==> src/sv/bfcrm_pkg.sv <==
// ----------------------------------------------------------------------------
// bfcrm_pkg: shared constants for the bale/flake counter and rate meter
// Widths of the counters, the rate constant and the serial datapath sizes.
// ----------------------------------------------------------------------------
package bfcrm_pkg;

  // Counter widths
  localparam int COUNT_BITS  = 32;
  localparam int FLAKE_BITS  = 16;

  // Fixed field widths of the channels
  localparam int COUNT_OUT_W = 32;
  localparam int FLAKE_OUT_W = 16;
  localparam int TIME_BITS   = 32;
  localparam int SESS_BITS   = 32;
  localparam int RATE_BITS   = 16;

  // Tenths of a bale per hour: 3600000 ms per hour times 10
  localparam int K_BITS                 = 26;
  localparam logic [K_BITS-1:0] K_TENTHS = K_BITS'(36000000);
  localparam int K_IDX_W                = $clog2(K_BITS);

  // Product of (session - 1) and the constant
  localparam int PROD_BITS = SESS_BITS + K_BITS;
  localparam int DIV_CNT_W = $clog2(RATE_BITS);

endpackage

==> src/sv/bfcrm_div.sv <==
// ----------------------------------------------------------------------------
// bfcrm_div: restoring divider with 16-bit saturated quotient
// Checks for overflow on load, then one quotient bit per cycle.
// ----------------------------------------------------------------------------
module bfcrm_div
  import bfcrm_pkg::*;
(
  input  logic                 clk_i,
  input  logic                 rst_ni,
  input  logic                 start_i,
  input  logic [PROD_BITS-1:0] dividend_i,
  input  logic [TIME_BITS-1:0] divisor_i,
  output logic                 done_o,
  output logic [RATE_BITS-1:0] quot_o
);

  logic                 busy_q;
  logic                 done_q;
  logic                 sat_q;
  logic [DIV_CNT_W-1:0] cnt_q;
  logic [TIME_BITS-1:0] d_q;
  logic [TIME_BITS-1:0] r_q;
  logic [RATE_BITS-1:0] q_q;
  logic                 sat;
  logic [TIME_BITS:0]   trial;
  logic [TIME_BITS:0]   diff;
  logic                 ge;

  // quotient overflows 16 bits when the upper dividend reaches the divisor
  assign sat   = dividend_i[PROD_BITS-1:RATE_BITS] >=
                 (PROD_BITS - RATE_BITS)'(divisor_i);
  assign trial = {r_q, q_q[RATE_BITS-1]};
  assign diff  = trial - {1'b0, d_q};
  assign ge    = trial >= {1'b0, d_q};

  always_ff @(posedge clk_i or negedge rst_ni) begin
    if (!rst_ni) begin
      busy_q <= 1'b0;
      done_q <= 1'b0;
      cnt_q  <= '0;
    end else begin
      done_q <= 1'b0;
      if (start_i) begin
        busy_q <= !sat;
        done_q <= sat;
        cnt_q  <= '0;
      end else if (busy_q) begin
        cnt_q <= cnt_q + 1'b1;
        if (cnt_q == DIV_CNT_W'(RATE_BITS - 1)) begin
          busy_q <= 1'b0;
          done_q <= 1'b1;
        end
      end
    end
  end

  always_ff @(posedge clk_i) begin
    if (start_i) begin
      sat_q <= sat;
      d_q   <= divisor_i;
      r_q   <= dividend_i[RATE_BITS +: TIME_BITS];
      q_q   <= dividend_i[RATE_BITS-1:0];
    end else if (busy_q) begin
      r_q <= ge ? diff[TIME_BITS-1:0] : trial[TIME_BITS-1:0];
      q_q <= {q_q[RATE_BITS-2:0], ge};
    end
  end

  assign done_o = done_q;
  assign quot_o = sat_q ? '1 : q_q;

endmodule

==> config.mk <==
export PLATFORM = sky130hd
export DESIGN_NAME = bfcrm_div
export DESIGN_NICKNAME = d
export VERILOG_FILES = /design/src/sv/bfcrm_pkg.sv /design/src/sv/bfcrm_div.sv
export SDC_FILE = /design/constraint.sdc
export NUM_CORES = 1
export LEC_CHECK = 0
export ABC_AREA = 1
export BUFFER_PORTS_ARGS = -buffer_cell sky130_fd_sc_hd__buf_2
export CORE_AREA = 3 3 124 215
export CTS_BUF_LIST = sky130_fd_sc_hd__clkbuf_4 sky130_fd_sc_hd__clkbuf_8 sky130_fd_sc_hd__clkbuf_16
export DETAILED_ROUTE_END_ITERATION = 12
export DIE_AREA = 0 0 127 218
export HOLD_SLACK_MARGIN = 0.02
export PLACE_DENSITY = 0.51
export SLEW_MARGIN = 10
export SYNTH_ARGS = -nofsm -noshare
export SYNTH_HDL_FRONTEND = slang
export SYNTH_SLANG_ARGS = --single-unit
==> constraint.sdc <==
create_clock -name clk_i -period 5.52 [get_ports clk_i]
set_input_delay 0.552 -clock clk_i [delete_from_list [all_inputs] [get_ports clk_i]]
set_output_delay 0.552 -clock clk_i [all_outputs]
set_load 0.005 [all_outputs]
Word-level counts from Yosys, hierarchy flattened. Index checks and enable logic that the tools add are counted.

Flip-flop bits (word level): 87. Input port bits: 93.

Multiplexer cells: 14. Add/sub/neg operators: 2. Equal/unequal tests: 1. Magnitude comparators: 2. Reduce and logical (&&, ||, !) cells: 2.

Operators with widths (count): 32-bit 2-to-1 mux (3); 16-bit 2-to-1 mux (3); 42-bit by 32-bit >= comparator with 1-bit output (1); 33-bit by 32-bit >= comparator with 1-bit output (1); 32-bit subtractor (1); 4-bit 2-to-1 mux (2); 1-bit 2-to-1 mux (6); 4-bit by 1-bit adder with 4-bit output (second input constant) (1); 4-bit equality test (second input constant) (1); 2-bit nonzero test (1); 1-bit logical NOT (1).

Longest topological paths before layout.
Depth after elaboration: 4. Gate-level depth with buffers: 17.

Worst setup path before layout. Ideal clock, no wire load.

Path kind: in2reg. Start point: input port start_i. End point: register q_q[0], enable pin. Data arrival time: 2.120 ns. Slack: 2.993 ns. Data required time: 5.113 ns. Stages on the path: 4. Path through: clkbuf_1 > inv_1 > buf_2 > nand2_1.

Longest elaborated chain between the ends: 1.

RTL lines: start: declaration (RTL line bfcrm_div.sv:10) `input logic start_i,`; 2-bit nonzero test (no line); end signal: assignment (RTL line bfcrm_div.sv:62) `q_q <= dividend_i[RATE_BITS-1:0];`; end signal: assignment (RTL line bfcrm_div.sv:65) `q_q <= {q_q[RATE_BITS-2:0], ge};`; end: declaration (RTL line bfcrm_div.sv:23) `logic [RATE_BITS-1:0] q_q;`.

Every way passes these cells. A chain may end at the register's enable or synchronous reset.

Worst setup path after layout.
Start point: register r_q[1]. End point: register r_q[25], data pin.

Longest elaborated chain between the ends: 4. Elaborated cells on any way between the ends: 5. Classes of those cells: add/sub: 1; order compare: 1; mux: 3.

RTL lines: start: declaration (RTL line bfcrm_div.sv:22) `logic [TIME_BITS-1:0] r_q;`; start signal: assignment (RTL line bfcrm_div.sv:61) `r_q <= dividend_i[RATE_BITS +: TIME_BITS];`; start signal: assignment (RTL line bfcrm_div.sv:64) `r_q <= ge ? diff[TIME_BITS-1:0] : trial[TIME_BITS-1:0];`; 32-bit subtractor or 33-bit by 32-bit >= comparator with 1-bit output (tied branches) (RTL line bfcrm_div.sv:33, bfcrm_div.sv:34); 32-bit 2-to-1 mux (*) (RTL line bfcrm_div.sv:64); 32-bit 2-to-1 mux (*) (RTL line bfcrm_div.sv:63) `end else if (busy_q) begin`; 32-bit 2-to-1 mux (*) (RTL line bfcrm_div.sv:58) `if (start_i) begin`.

Every way passes the cells marked *; elsewhere a longest branch is shown, timed or not. The select of a mux whose other input is x is not followed.

==> impl_metrics.json <==
{
  "outcome": "complete, no violations",
  "post_cts_resized": 0,
  "synth_area_um2": 7480,
  "synth_fa_ha_area_share_pct": 11.14,
  "path_clk_slew_ps": 60,
  "synth_top_family_by_area": "simple AND/OR/NAND/NOR gates",
  "final_area_um2": 8657,
  "grt_max_degree": 82,
  "cts.htree.levels": 3,
  "path_cells": "ha_1, nand2_1, nor2_1, nand3_1, nor2_1, nand2_1, nand2_2, nor2_8, nand2_8, nand3_1, nand2_1, nand2_1",
  "p_leak_nw": 4.655,
  "crit_start": "r_q[1]",
  "synth-seq-area-share_pct": 34.53,
  "arrival_ps": 2980,
  "drc": 0,
  "gp_congestion": 0.9302,
  "period_needed_ps": 2875,
  "rsz0062_at_grt": "false",
  "synth-edff-count": 81,
  "layout_common_cells": "nand2_1 (408), inv_1 (212), buf_2 (108)",
  "cts-root-buf": "clkbuf_16",
  "synth_warnings": 0,
  "core_um2": 25240,
  "async_flop_share_pct": 6.897,
  "powerDensity_nw_per_um2": 275.9,
  "die-area_um2": 27690,
  "drive_above_1_share_pct": 13.60,
  "fin_crit_sh_pct": 52.09,
  "rows": 77,
  "diodes": 0,
  "gr-total-overflow": 0,
  "grt_pass1_wl_um": 34850,
  "viasPerCell": 4.517,
  "grt_use_total_pct": 16.07,
  "io_buffer_count": 109,
  "dpl_cell_area_um2": 8325,
  "regToRegSetupSlack_ps": 2640,
  "multi_input_area_um2": 3951,
  "via_count": 6807,
  "synth_xor_area_share_pct": 1.639,
  "io_pins": 110,
  "synthMuxAreaShare_pct": 0,
  "crit_slowest_cell": "ha_1",
  "hold_viol": 0,
  "regArea_um2": 2582,
  "setup_ws_ps": 2645,
  "antenna_found_initial": 0,
  "r2r_cells": 12,
  "yosysTopAreaCell": "edfxtp_1",
  "wl_um": 21680,
  "final_nets": 1345,
  "cts_made_buffers": 9,
  "synth.net_count": 1242,
  "ys_types": 36,
  "first_iter_violations": 277,
  "yosys.area_share.simple_pct": 35.20,
  "area_growth_pct": 15.74,
  "holdWs_ps": 383.6,
  "hold_depth": 1,
  "fin_total_pwr_mw": 2.388,
  "reg2reg_from": "r_q[1]",
  "place_ws_ps": 2708,
  "synth_compound_area_share_pct": 4.818,
  "synth_cells": 1083,
  "min_path_type": "input port to flip-flop",
  "synth.ff_latch_count": 87,
  "hold_start": "divisor_i[14]",
  "endpoint_kind": "flip-flop",
  "initial_utilization_pct": 29.63,
  "die_x_um": 127,
  "cp-start-kind": "flip-flop",
  "ant_nets": 0,
  "fin_setup_tns_ps": 0,
  "slew_headroom_pct": 42.46,
  "hpwl_um": 18090,
  "setup_viol": 0,
  "wl_per_cell_um": 14.39,
  "synth_area_leaders": "edfxtp_1 (33%), nand2_1 (21%), ha_1 (11%)",
  "postSynthAreaPerCell_um2": 6.906,
  "slowest_delay_ps": 410,
  "cp_data_required_time_ps": 5630,
  "ir_drop_uv": 227.8,
  "first_pass_iters": 4,
  "synth-main-ff-cell": "edfxtp_1",
  "clkLatencyLatePin_ps": 360,
  "fill_cells": 2842,
  "maxCapViolCount": 0,
  "worstMarginPinSlew_ps": 863.1,
  "crit_path_max_fanout": 33,
  "final_common_cell": "nand2_1",
  "worst_path_most_repeated_cell": "nand2_1",
  "first_global_vias": 6869,
  "fp.dieH_um": 218,
  "skew_ps": 10.75,
  "tritoncts": "done",
  "synth_top_area_share_pct": 32.52,
  "maxSlewViolCount": 0,
  "critPathKind": "flip-flop to flip-flop",
  "cts_buffer_depth": 2,
  "clock.fmax_mhz": 347.8,
  "cts.sinks": 87
}
## state kept, by name, indices dropped and copies added (netlist names)
register / flops
cnt_q: 4
r_q: 32
d_q: 32
done_o: 1
q_q: 16
busy_q: 1
sat_q: 1
## critical path, delay by kind of cell (launching register included)
kind | cells | cell delay (ps)
simple gates | 11 | 1800
fa+ha+maj | 1 | 410
flops | 1 | 380
## synth_stat cells, types with 9 or more instances
master,n
nor3_1,9
nand3_1,71
nor2_1,59
nand3b_1,25
o21ai_0,24
nand2_1,409
a21oi_1,31
inv_1,212
ha_1,65
edfxtp_1,81
xnor2_1,14
nand4_1,10
## layout make-up
type,instances,share of cell area (%)
Timing Repair Buffer,113,6.706
Inverter,220,9.539
Clock buffer,11,2.775
Sequential cell,87,29.83
Clock inverter,5,0.9394
Multi-Input combinational cell,755,45.64
Tap cell,316,4.567
## repair_timing
item,in CTS,in global routing
endpoints found under the hold margin,6,0
setup buffers,0,0
hold buffers,1,0
## cell families (layout without fill, tap and decap cells)
family / Yosys count / after routing
flip-flops: 87 / 87
AO/OA/AOI/OAI: 66 / 66
XOR/XNOR: 14 / 14
buffers and inverters: 241 / 349
adder cells (fa/ha/maj): 66 / 66
AND/OR/NAND/NOR: 609 / 609
## metal layers
| layer | GRT usage, % | vias up | routed length [um] |
|---|---|---|---|
| li1 | - | 3590 | - |
| met1 | 17.30 | 3064 | 8352 |
| met2 | 31.06 | 120 | 11940 |
| met3 | 1.985 | 33 | 652 |
| met4 | 6.550 | 0 | 737 |
| met5 | 0 | - | 0 |
## per-stage QoR
step	util, %	cells
global route	34.30	1507
floorplan	-	1083
global placement	32.98	1490
finish	34.30	1507
detailed placement	32.98	1490
CTS	34.30	1507
## path summary, 6_finish.rpt
path                            endpoint
worst max-delay path             r_q[25]
worst min-delay path             d_q[14]
worst max register to register   r_q[25]
worst min register to register  cnt_q[3]
max in group asynchronous         busy_q
min in group asynchronous       cnt_q[2]
## power breakdown
group	internal (mW)	switching (mW)	leakage [nW]	total, mW
clock	0.408	0.265	0.159	0.672
sequential	0.802	0.0234	0.880	0.825
combinational	0.317	0.573	3.62	0.890
total	1.53	0.862	4.66	2.39
Power figures use the tool's default switching activity.
