`src/sv/bfcrm_pkg.sv`:
```
// ----------------------------------------------------------------------------
// bfcrm_pkg: shared constants for the bale/flake counter and rate meter
// Widths of the counters, the rate constant and the serial datapath sizes.
// ----------------------------------------------------------------------------
package bfcrm_pkg;

  // Counter widths
  localparam int COUNT_BITS  = 32;
  localparam int FLAKE_BITS  = 16;

  // Fixed field widths of the channels
  localparam int COUNT_OUT_W = 32;
  localparam int FLAKE_OUT_W = 16;
  localparam int TIME_BITS   = 32;
  localparam int SESS_BITS   = 32;
  localparam int RATE_BITS   = 16;

  // Tenths of a bale per hour: 3600000 ms per hour times 10
  localparam int K_BITS                 = 26;
  localparam logic [K_BITS-1:0] K_TENTHS = K_BITS'(36000000);
  localparam int K_IDX_W                = $clog2(K_BITS);

  // Product of (session - 1) and the constant
  localparam int PROD_BITS = SESS_BITS + K_BITS;
  localparam int DIV_CNT_W = $clog2(RATE_BITS);

endpackage

```
`src/sv/bfcrm_mul.sv`:
```
// ----------------------------------------------------------------------------
// bfcrm_mul: bit-serial multiply by the tenths-per-hour constant
// Walks the constant LSB first, one shift-add per cycle, one per constant bit.
// ----------------------------------------------------------------------------
module bfcrm_mul
  import bfcrm_pkg::*;
(
  input  logic                 clk_i,
  input  logic                 rst_ni,
  input  logic                 start_i,
  input  logic [SESS_BITS-1:0] mult_i,
  output logic                 done_o,
  output logic [PROD_BITS-1:0] prod_o
);

  logic                 busy_q;
  logic                 done_q;
  logic [K_IDX_W-1:0]   cnt_q;
  logic [SESS_BITS-1:0] m_q;
  logic [SESS_BITS-1:0] hi_q;
  logic [K_BITS-1:0]    lo_q;
  logic [SESS_BITS:0]   sum;

  // add the multiplicand when the current constant bit is set
  assign sum = {1'b0, hi_q} + (K_TENTHS[cnt_q] ? {1'b0, m_q} : '0);

  always_ff @(posedge clk_i or negedge rst_ni) begin
    if (!rst_ni) begin
      busy_q <= 1'b0;
      done_q <= 1'b0;
      cnt_q  <= '0;
    end else begin
      done_q <= 1'b0;
      if (start_i) begin
        busy_q <= 1'b1;
        cnt_q  <= '0;
      end else if (busy_q) begin
        cnt_q <= cnt_q + 1'b1;
        if (cnt_q == K_IDX_W'(K_BITS - 1)) begin
          busy_q <= 1'b0;
          done_q <= 1'b1;
        end
      end
    end
  end

  always_ff @(posedge clk_i) begin
    if (start_i) begin
      m_q  <= mult_i;
      hi_q <= '0;
      lo_q <= '0;
    end else if (busy_q) begin
      hi_q <= sum[SESS_BITS:1];
      lo_q <= {sum[0], lo_q[K_BITS-1:1]};
    end
  end

  assign done_o = done_q;
  assign prod_o = {hi_q, lo_q};

endmodule

```
`config.mk`:
```
export PLATFORM = sky130hd
export DESIGN_NAME = bfcrm_mul
export DESIGN_NICKNAME = d
export VERILOG_FILES = /design/src/sv/bfcrm_pkg.sv /design/src/sv/bfcrm_mul.sv
export SDC_FILE = /design/constraint.sdc
export NUM_CORES = 1
export LEC_CHECK = 0
export ABC_AREA = 1
export BUFFER_PORTS_ARGS = -buffer_cell sky130_fd_sc_hd__buf_2
export CORE_MARGIN = 10
export CORE_UTILIZATION = 60
export CTS_CLUSTER_DIAMETER = 50
export DETAILED_ROUTE_END_ITERATION = 12
export GPL_ROUTABILITY_DRIVEN = 0
export HOLD_SLACK_MARGIN = 0.05
export PLACE_DENSITY = 0.94
export SLEW_MARGIN = 25
export SYNTH_ARGS = -nofsm -noshare
export SYNTH_HDL_FRONTEND = slang
export SYNTH_SLANG_ARGS = --single-unit
```
`constraint.sdc`:
```
create_clock -name clk_i -period 9 [get_ports clk_i]
set_clock_uncertainty 0.1 [all_clocks]
set_input_delay 1.35 -clock clk_i [delete_from_list [all_inputs] [get_ports clk_i]]
set_output_delay 1.35 -clock clk_i [all_outputs]
set_load 0.05 [all_outputs]
```
# Word-level counts from Yosys, hierarchy flattened
# Memories as Yosys holds them, arrays and structs flattened.
# Cells that the tools add are included.
# op_classes
add_sub_neg	2
magnitude_cmp	1
n_eq_ne	1
n_mux	10
reduce_logical	1
# ops
operator	n
adder 32 x 32 -> 33 bit	1
2-to-1 mux 32 bit	1
2-to-1 mux 5 bit	2
2-to-1 mux 1 bit	7
< comparator 5 x 6 -> 1 bit (second input constant)	1
adder 5 x 1 -> 5 bit (second input constant)	1
== test 5 bit (second input constant)	1
nonzero test 2 bit	1
# totals
reg_bits	97
rom_bits	32
in_bits	35
output_inout_bits	59
elab_cells	22
memories	1
# memory_table
memory	words	width	read_ports	rd_clocked_by_memory_dff	wr	line_no	rtl
(no name shown)	32	1	1	0	0	bfcrm_mul.sv:25	assign sum = {1'b0, hi_q} + (K_TENTHS[cnt_q] ? {1'b0, m_q} : '0);

# Logic depth before layout (Yosys ltp)
# Gate-level depths: netlist of the first run.
# logic_depth
ltp_word	4
depth_mapped	22

# Worst setup path after synthesis of the first run
# Ideal clock, no wire load.
# synth_path
path_type	reg-to-reg
from	register cnt_q[0]
to	register hi_q[23]
setup_time_ns	0.109
t_arrival_ns	2.696
path_slack_ns	6.095
stages_incl_launch_ff	20
path_buffers	1
period_less_slack_ns	2.905
cell_sequence	dfrtp_1 -> inv_1 -> ha_1 -> a21oi_1 -> o21ai_0 -> a2bb2oi_2 -> buf_2 -> nor2_1 -> ha_1 -> fa_1 -> nand3_1 -> nand3_1 -> nand2_1 -> nand3_2 -> nand2_1 -> nand3_2 -> nand2_1 -> nand3_1 -> nand2_1 -> inv_1
# synth_via
elab_chain_len	4
# synth_rtl
item	line_no	rtl
start, declared	bfcrm_mul.sv:18	logic [K_IDX_W-1:0] cnt_q;
start signal, assigned	bfcrm_mul.sv:38	cnt_q <= cnt_q + 1'b1;
memory read (32 x 1 bit)	n/a	
2-to-1 mux 1 bit (implied by the code)	bfcrm_mul.sv:25	
2-to-1 mux 32 bit	bfcrm_mul.sv:25	
adder 32 x 32 -> 33 bit	bfcrm_mul.sv:25	
end signal, assigned	bfcrm_mul.sv:53	hi_q <= sum[SESS_BITS:1];
end, declared	bfcrm_mul.sv:20	logic [SESS_BITS-1:0] hi_q;
# Every way passes these cells. The select of a mux whose other input is x is not followed.
# A chain may end at the register's enable or synchronous reset.

# Worst setup path in the final report of the first run
# Same ends and word-level chain as after synthesis.

==> results.md, run 1 <==
* Status: completed
* IO Pins at 94
* Clk pwr share at 0.382
* Tcrit/Tclk final at 0.398
* CTS sink count at 97
* Worst Path Buf+Inv at 3
* Port bufs at 93
* Portion of total power attributed to sequential cells at 0.576
* Grt total ovfl at 0
* Setup Viol. Count Final at 0
* CTS Buf Count at 9
* Fin. Hold Viols at 0
* Design area at 6780 sq um
* Syn_area_per_cell at just under 7 sq um
* Simple-gate share of the synthesized area at 0.303
* FP Rows at 36
* Syn Nets at 949
* Die width at 120 um
* WP data arrival at 3.77 ns
* Synth area leader: dfxtp_1
* Crit path required time at approximately 9.2 ns
* Setup TNS at 0 ns
* Hold slack at ~0.38 ns
* Post-synthesis sequential area ratio at 0.384
* Slowest cell on crit path: a2bb2oi_2
* Pins Over Slew Limit at 0
* Residual DRC at 0
* Main combinational cell family by area after synthesis: simple AND/OR/NAND/NOR gates
* Placement Cell Area at ~6600 sq um
* Drt first pass iters at 6
* Logic gate share of total power at 0.042
* Vias in the first global route at 5,574
* Switching Power at 209 uW
* Post-synthesis compound-gate area fraction at 0.0842
* Pwr Density at 121 nW/um^2
* Rel. slew slack at 0.360
* Worst hold path class: reg -> reg
* Family with the most delay on the worst path: simple AND/OR/NAND/NOR gates
* Die area at 14,400 sq um
* Seq cells post-synth at 97
* Post-synthesis adder-cell area fraction at 0.0765
* Post-CTS sizing at 0
* Net Sw Frac at 0.256
* Clock buffer depth at 2
* Initial Util at 0.615
* WL per Instance at about 14 um
* Share of cells above drive strength 1 at 0.145
* Cell variety after synth at 36
* Synth Area in XOR/XNOR at 0.0132
* Synth area leaders: dfxtp_1 (19%), edfxtp_1 (16%), nand2_1 (16%)
* CTS tree: done
* Mux cell area share after synthesis at 0
* Vias per inst at roughly 5.2
* Yosys top cell area share at 0.194
* Via count at 5,751
* Max Cap Violations at 0
* Synth warnings at 0
* DRC marker count from the first detailed-route iteration at approximately 480
* Mapped Cells at 878
* Maximum VDD drop at 0.000107 V
* Initial antenna violation count at 0
* Core Footprint at 9730 sq um
* Most frequent CP cell: nand2_1
* Max H-tree Level at 3
* RSZ-0062 raised after global routing: false
* Slowest stage delay, CP at 0.50 ns
* Type of element launching the critical path: flip-flop
* Synthesized cell area at roughly 6000 sq um
* Crit. End Element: flip-flop
* Worst Slack Setup Final at between 5 and 6 ns
* Die height at 120 um
* P&R area growth vs syn at 13.3%
* Largest net degree at the start of global routing at 51
* Leakage at 0.00387 uW
* Clock transition at path regs at 0.11 ns
* First-pass GRT wire length at 25.0 mm
* Total global-route track usage at 0.209
* DP HPWL at 11.1 mm
* Nets at roughly 1,000
* Final wirelength at ~15 mm
* Worst-path cell chain: inv_1 > ha_1 > a21oi_1 > o21ai_0 > a2bb2oi_2 > buf_4 > nor2_1 > ha_1 > nand2_1 > nor2_2 > nand2_1 > nor2_1 > nand2_1 > nand4_1 > nand3_1 > nand2_1 > inv_1
* CTS Hold Bufs at 0
* Worst-skew pair later-pin latency at slightly below 0.4 ns
* CP Max Fanout at 20
* Post-CTS setup repair buffer count at 0
* Root Driver: clkbuf_8
* Filler cell count in the final layout at 790
* Min Tclk post-route at 3.58 ns
* Internal power at ~610 uW
* WS Path Type: reg -> reg
* Worst-Margin Slew at between 0.9 and 1 ns
* ANT nets after route at 0
* ANT cells at 0
* Post-Place Worst Slack at 5.45 ns
* Max Clock Freq at 0.279 GHz
==> cell type report <==
type | instances | area [sq um] | area share
Timing Repair Buffer | 96 | 488 | 0.0720
Clock inverter | 6 | 77.6 | 0.0114
Multi-Input combinational cell | 567 | 2850 | 0.421
Inverter | 199 | 747 | 0.110
Clock buffer | 10 | 149 | 0.0220
Sequential cell | 97 | 2300 | 0.339
Tap cell | 133 | 166 | 0.0245
==> final timing paths <==
check                         start       end  slack, ns  cells past startpoint
min                        cnt_q[3]  cnt_q[3]       0.38                      1
max                        cnt_q[0]  hi_q[23]       5.42                     17
min reg2reg                cnt_q[3]  cnt_q[3]       0.38                      1
min in group asynchronous    rst_ni    busy_q       0.67                      1
max reg2reg                cnt_q[0]  hi_q[23]       5.42                     17
max in group asynchronous    rst_ni  cnt_q[2]       7.98                      1
==> cells in the mapped netlist (all sizes together) <==
| library cell | n |
|---|---|
| o22ai | 24 |
| o21ai | 21 |
| xnor2 | 8 |
| a21oi | 29 |
| dfxtp | 58 |
| dlygate4sd1 | 1 |
| dfrtp | 7 |
| buf | 8 |
| nor2 | 117 |
| a22o | 1 |
| nand4 | 4 |
| fa | 1 |
| clkinv | 1 |
| nor3 | 6 |
| inv | 198 |
| nand3 | 47 |
| xor2 | 1 |
| ha | 35 |
| a21o | 1 |
| nand3b | 1 |
| a2bb2oi | 1 |
| edfxtp | 32 |
| nand2 | 258 |
| o211ai | 1 |
| o21bai | 2 |
| a32o | 5 |
| or2 | 4 |
| clkbuf | 6 |
==> sequential cells by signal (all words and copies together), names as in the netlist <==
| name | count |
|---|---|
| hi_q | 32 |
| m_q | 32 |
| lo_q | 26 |
| cnt_q | 5 |
| busy_q | 1 |
| done_o | 1 |
==> stage by stage <==
| step | cells | util | power, uW |
|---|---|---|---|
| 3_3_place_gp | 1092 | 0.673 | 513 |
| 3_5_place_dp | 1092 | 0.673 | 515 |
| 6_report | 1108 | 0.697 | 817 |
| 5_1_grt | 1108 | 0.697 | 843 |
| 4_1_cts | 1108 | 0.697 | 818 |
| 2_1_floorplan | 878 | - | 498 |
==> logic make-up (layout without fill, tap and decap cells) <==
group / Yosys count / after routing
AO/OA/AOI/OAI: 85 / 85
XOR/XNOR: 9 / 9
adder cells (fa/ha/maj): 36 / 36
buffers and inverters: 214 / 311
flip-flops: 97 / 97
AND/OR/NAND/NOR: 437 / 437
==> cells in the final DEF, fill, tap and decap left out, types with 6 or more instances in the layout <==
cell and n:
buf_2 93, nand2_1 250, clkbuf_8 9, nor3_1 6
nand2_2 8, ha_1 35, edfxtp_1 32, nand3_1 40
nand3_2 7, inv_1 196, o21ai_0 15, xnor2_1 8
dfxtp_1 58, o21ai_1 6, dfrtp_1 7, o22ai_1 24
a21oi_1 29, nor2_1 110
==> power groups by stage <==
stage	registers [uW]	logic [uW]	clock network [uW]
floorplan	481	17.1	0
global placement	480	33.2	0
detailed placement	481	34.0	0
CTS	471	34.4	313
global route	472	39.1	331
finish	471	34.2	312
==> metal layers <==
layer | global-route usage | vias to the layer above | wire length, um
li1 | - | 2883 | -
met1 | 0.246 | 2586 | 6320
met2 | 0.358 | 237 | 7160
met3 | 0.0431 | 45 | 1100
met4 | 0.0928 | 0 | 430
met5 | 0 | - | 0
(Power assumes the default switching activity.)
==> run 2, diff against run 1 <==
Settings changed: CORE_UTILIZATION 60 to 58, PLACE_DENSITY 0.94 to 0.91.
Clock period 9 ns to 3.7 ns, I/O delays scaled along.
==> run 2 against run 1 <==
Compared with the run above: critical path depth is 2 higher; total power up 130%; die area increased by 2.9%; setup slack worse by 5.0 ns; core utilization fell by 3.1 points; wire length fell by 2.9%; non-clock buffer count up 4; final area about the same; flip-flop and latch count unchanged; clock-buffer cell count is the same; register-to-register slack lost 5.0 ns; critical path type unchanged; critical endpoint is now hi_q[27]; largest power group unchanged; highest routed layer unchanged.
==> results.md, run 2 (synthesis results as in run 1) <==
* ANT nets after route at 0 (unchanged)
* Crit. End Element: flip-flop
* Family with the most delay on the worst path: simple AND/OR/NAND/NOR gates
* Inst Count DP at 1,098 (+0.55%)
* Share of cells above drive strength 1 at 0.146 (+0.00145)
* Worst hold path class: in -> reg
* Type of element launching the critical path: flip-flop
* Slowest cell on crit path: fa_1
* Crit path required time at 3.91 ns (-5.28 ns)
* Initial antenna violation count at 0 (unchanged)
* Slowest stage delay, CP at 0.45 ns (-0.05 ns)
* RSZ-0062 raised after global routing: false
* Port bufs at 93 (unchanged)
* DP HPWL at 11.2 mm (+0.55%)
* Drt first pass iters at 5 (-1)
* Largest net degree at the start of global routing at 49 (-3.9%)
* Post-Place Worst Slack at 0.427 ns (-5.02 ns)
* Clock transition at path regs at 0.11 ns (about the same)
* Final wirelength at 14.6 mm (-2.9%)
* Die width at 122 um (+1.4%)
* WP data arrival at 3.54 ns (-0.23 ns)
* M3 GR Usage at 0.0680 (+0.0249)
* Min Tclk post-route at 3.33 ns (-0.250 ns)
* GRT Max-Usage Layer: met2
* Status: completed
* Leakage at 0.00387 uW (about the same)
* Pins Over Slew Limit at 0 (unchanged)
* Worst-Margin Slew at 0.976 ns (+0.0170 ns)
* Setup Viol. Count Final at 0 (unchanged)
* Max Cap Violations at 0 (unchanged)
* CTS sink count at 97 (unchanged)
* Pwr Density at 280 nW/um^2 (+130%)
* Max H-tree Level at 3 (unchanged)
* ANT cells at 0 (unchanged)
* Vias per inst at 5.03 (-3.2%)
* Fin. Hold Viols at 0 (unchanged)
* Via count at 5,605 (-2.5%)
* Initial Util at 0.588 (-0.0275)
* CP Max Fanout at 20 (unchanged)
* Design area at 6780 sq um (about the same)
* Vias in the first global route at 5,335 (-4.3%)
* Root Driver: clkbuf_8
* CP startpoint: cnt_q[0]
* P&R area growth vs syn at 13.2% (about the same)
* Placement Cell Area at 6580 sq um (+0.40%)
* Worst-path cell chain: inv_1 > ha_1 > a21oi_1 > o21ai_0 > a2bb2oi_2 > buf_4 > nor2_1 > ha_1 > fa_1 > nand3_1 > nand3_1 > nand3_1 > nand3_2 > nand2_1 > nand2_1 > nand2_1 > nand3_1 > nand2_1 > inv_1
* Post-CTS sizing at 0 (unchanged)
* Clock buffer depth at 2 (unchanged)
* Core Footprint at 10,200 sq um (+4.7%)
* Met2 Usage GRT at 0.335 (-0.0227)
* Layout Cells excl Fill at 1,115 (+0.63%)
* Hold path start: mult_i[16]
* Nets at 1,045 (+0.38%)
* WL per Instance at 13.1 um (-3.5%)
* GR Util met1 at 0.236 (-0.0104)
* Final Power at 1900 uW (+130%)
* Setup TNS at 0 ns (unchanged)
* FP Rows at 37 (+2.8%)
* First-pass GRT wire length at 24.3 mm (-2.8%)
* CTS tree: done
* Worst-skew pair later-pin latency at 0.40 ns (about the same)
* Commonest non-fill, non-tap cell in the layout: nand2_1
* Worst Slack Setup Final at 0.369 ns (-5.05 ns)
* Most frequent cells in the layout: nand2_1 (250), inv_1 (196), nor2_1 (110)
* CTS Buf Count at 9 (unchanged)
* Rel. slew slack at 0.349 (-0.0114)
* RR Startpoint: cnt_q[0]
* Total global-route track usage at 0.201 (-0.00708)
* IO Pins at 94 (unchanged)
* Residual DRC at 0 (unchanged)
* Grt total ovfl at 0 (unchanged)
* Die height at 122 um (+1.4%)
* Max Clock Freq at 0.300 GHz (+7.5%)
* Tcrit/Tclk final at 0.900 (+0.502)
* Worst Path Buf+Inv at 3 (unchanged)
* WS Path Type: reg -> reg
* DRC marker count from the first detailed-route iteration at 418 (-12%)
* Die area at 14,800 sq um (+2.9%)
* Largest registers: hi_q x32, m_q x32, lo_q x26
* Maximum VDD drop at 0.000419 V (+290%)
run 2: final timing paths:
path	slack, ns	to	depth (start not counted)
worst max-delay path	0.37	hi_q[27]	19
worst min-delay path	0.22	m_q[16]	1
worst max register to register	0.37	hi_q[27]	19
worst min register to register	0.38	cnt_q[3]	1
max in group asynchronous	2.92	cnt_q[4]	2
min in group asynchronous	0.41	cnt_q[3]	2
run 2: power by group:
part / leakage (uW) / internal [uW] / total [uW] / switching [uW]
registers: 0.000870 / 1130 / 1140 / 10.3
logic: 0.00290 / 31.5 / 84.2 / 52.8
clock network: 0.0000965 / 261 / 671 / 410
total: 0.00387 / 1430 / 1900 / 473
run 2: cell type report:
cell class	count	area, sq um
clock buffers	10	128
clock inverters	6	60.1
fillers	879	3410
inverters	199	747
multi-input cells	567	2850
flip-flops and latches	97	2300
well taps	136	170
repair buffers	100	520
run 2: layer usage:
| layer | part of all wire | vias to the layer above |
|---|---|---|
| met5 | 0 | - |
| met4 | 0.028 | 0 |
| met3 | 0.074 | 32 |
| met2 | 0.47 | 196 |
| met1 | 0.43 | 2488 |
| li1 | - | 2889 |
run 2: what timing repair did:
item	CTS	global route
hold endpoints to repair	7	0
setup endpoints to repair	0	0
buffers inserted	0	0
hold buffers	1	0
run 2: metrics by stage:
step,hold WS [ns],utilization
3_5_place_dp,0.296,0.646
6_report,0.225,0.665
5_1_grt,0.200,0.665
4_1_cts,0.209,0.665
2_1_floorplan,0.159,-
3_3_place_gp,0.295,0.646
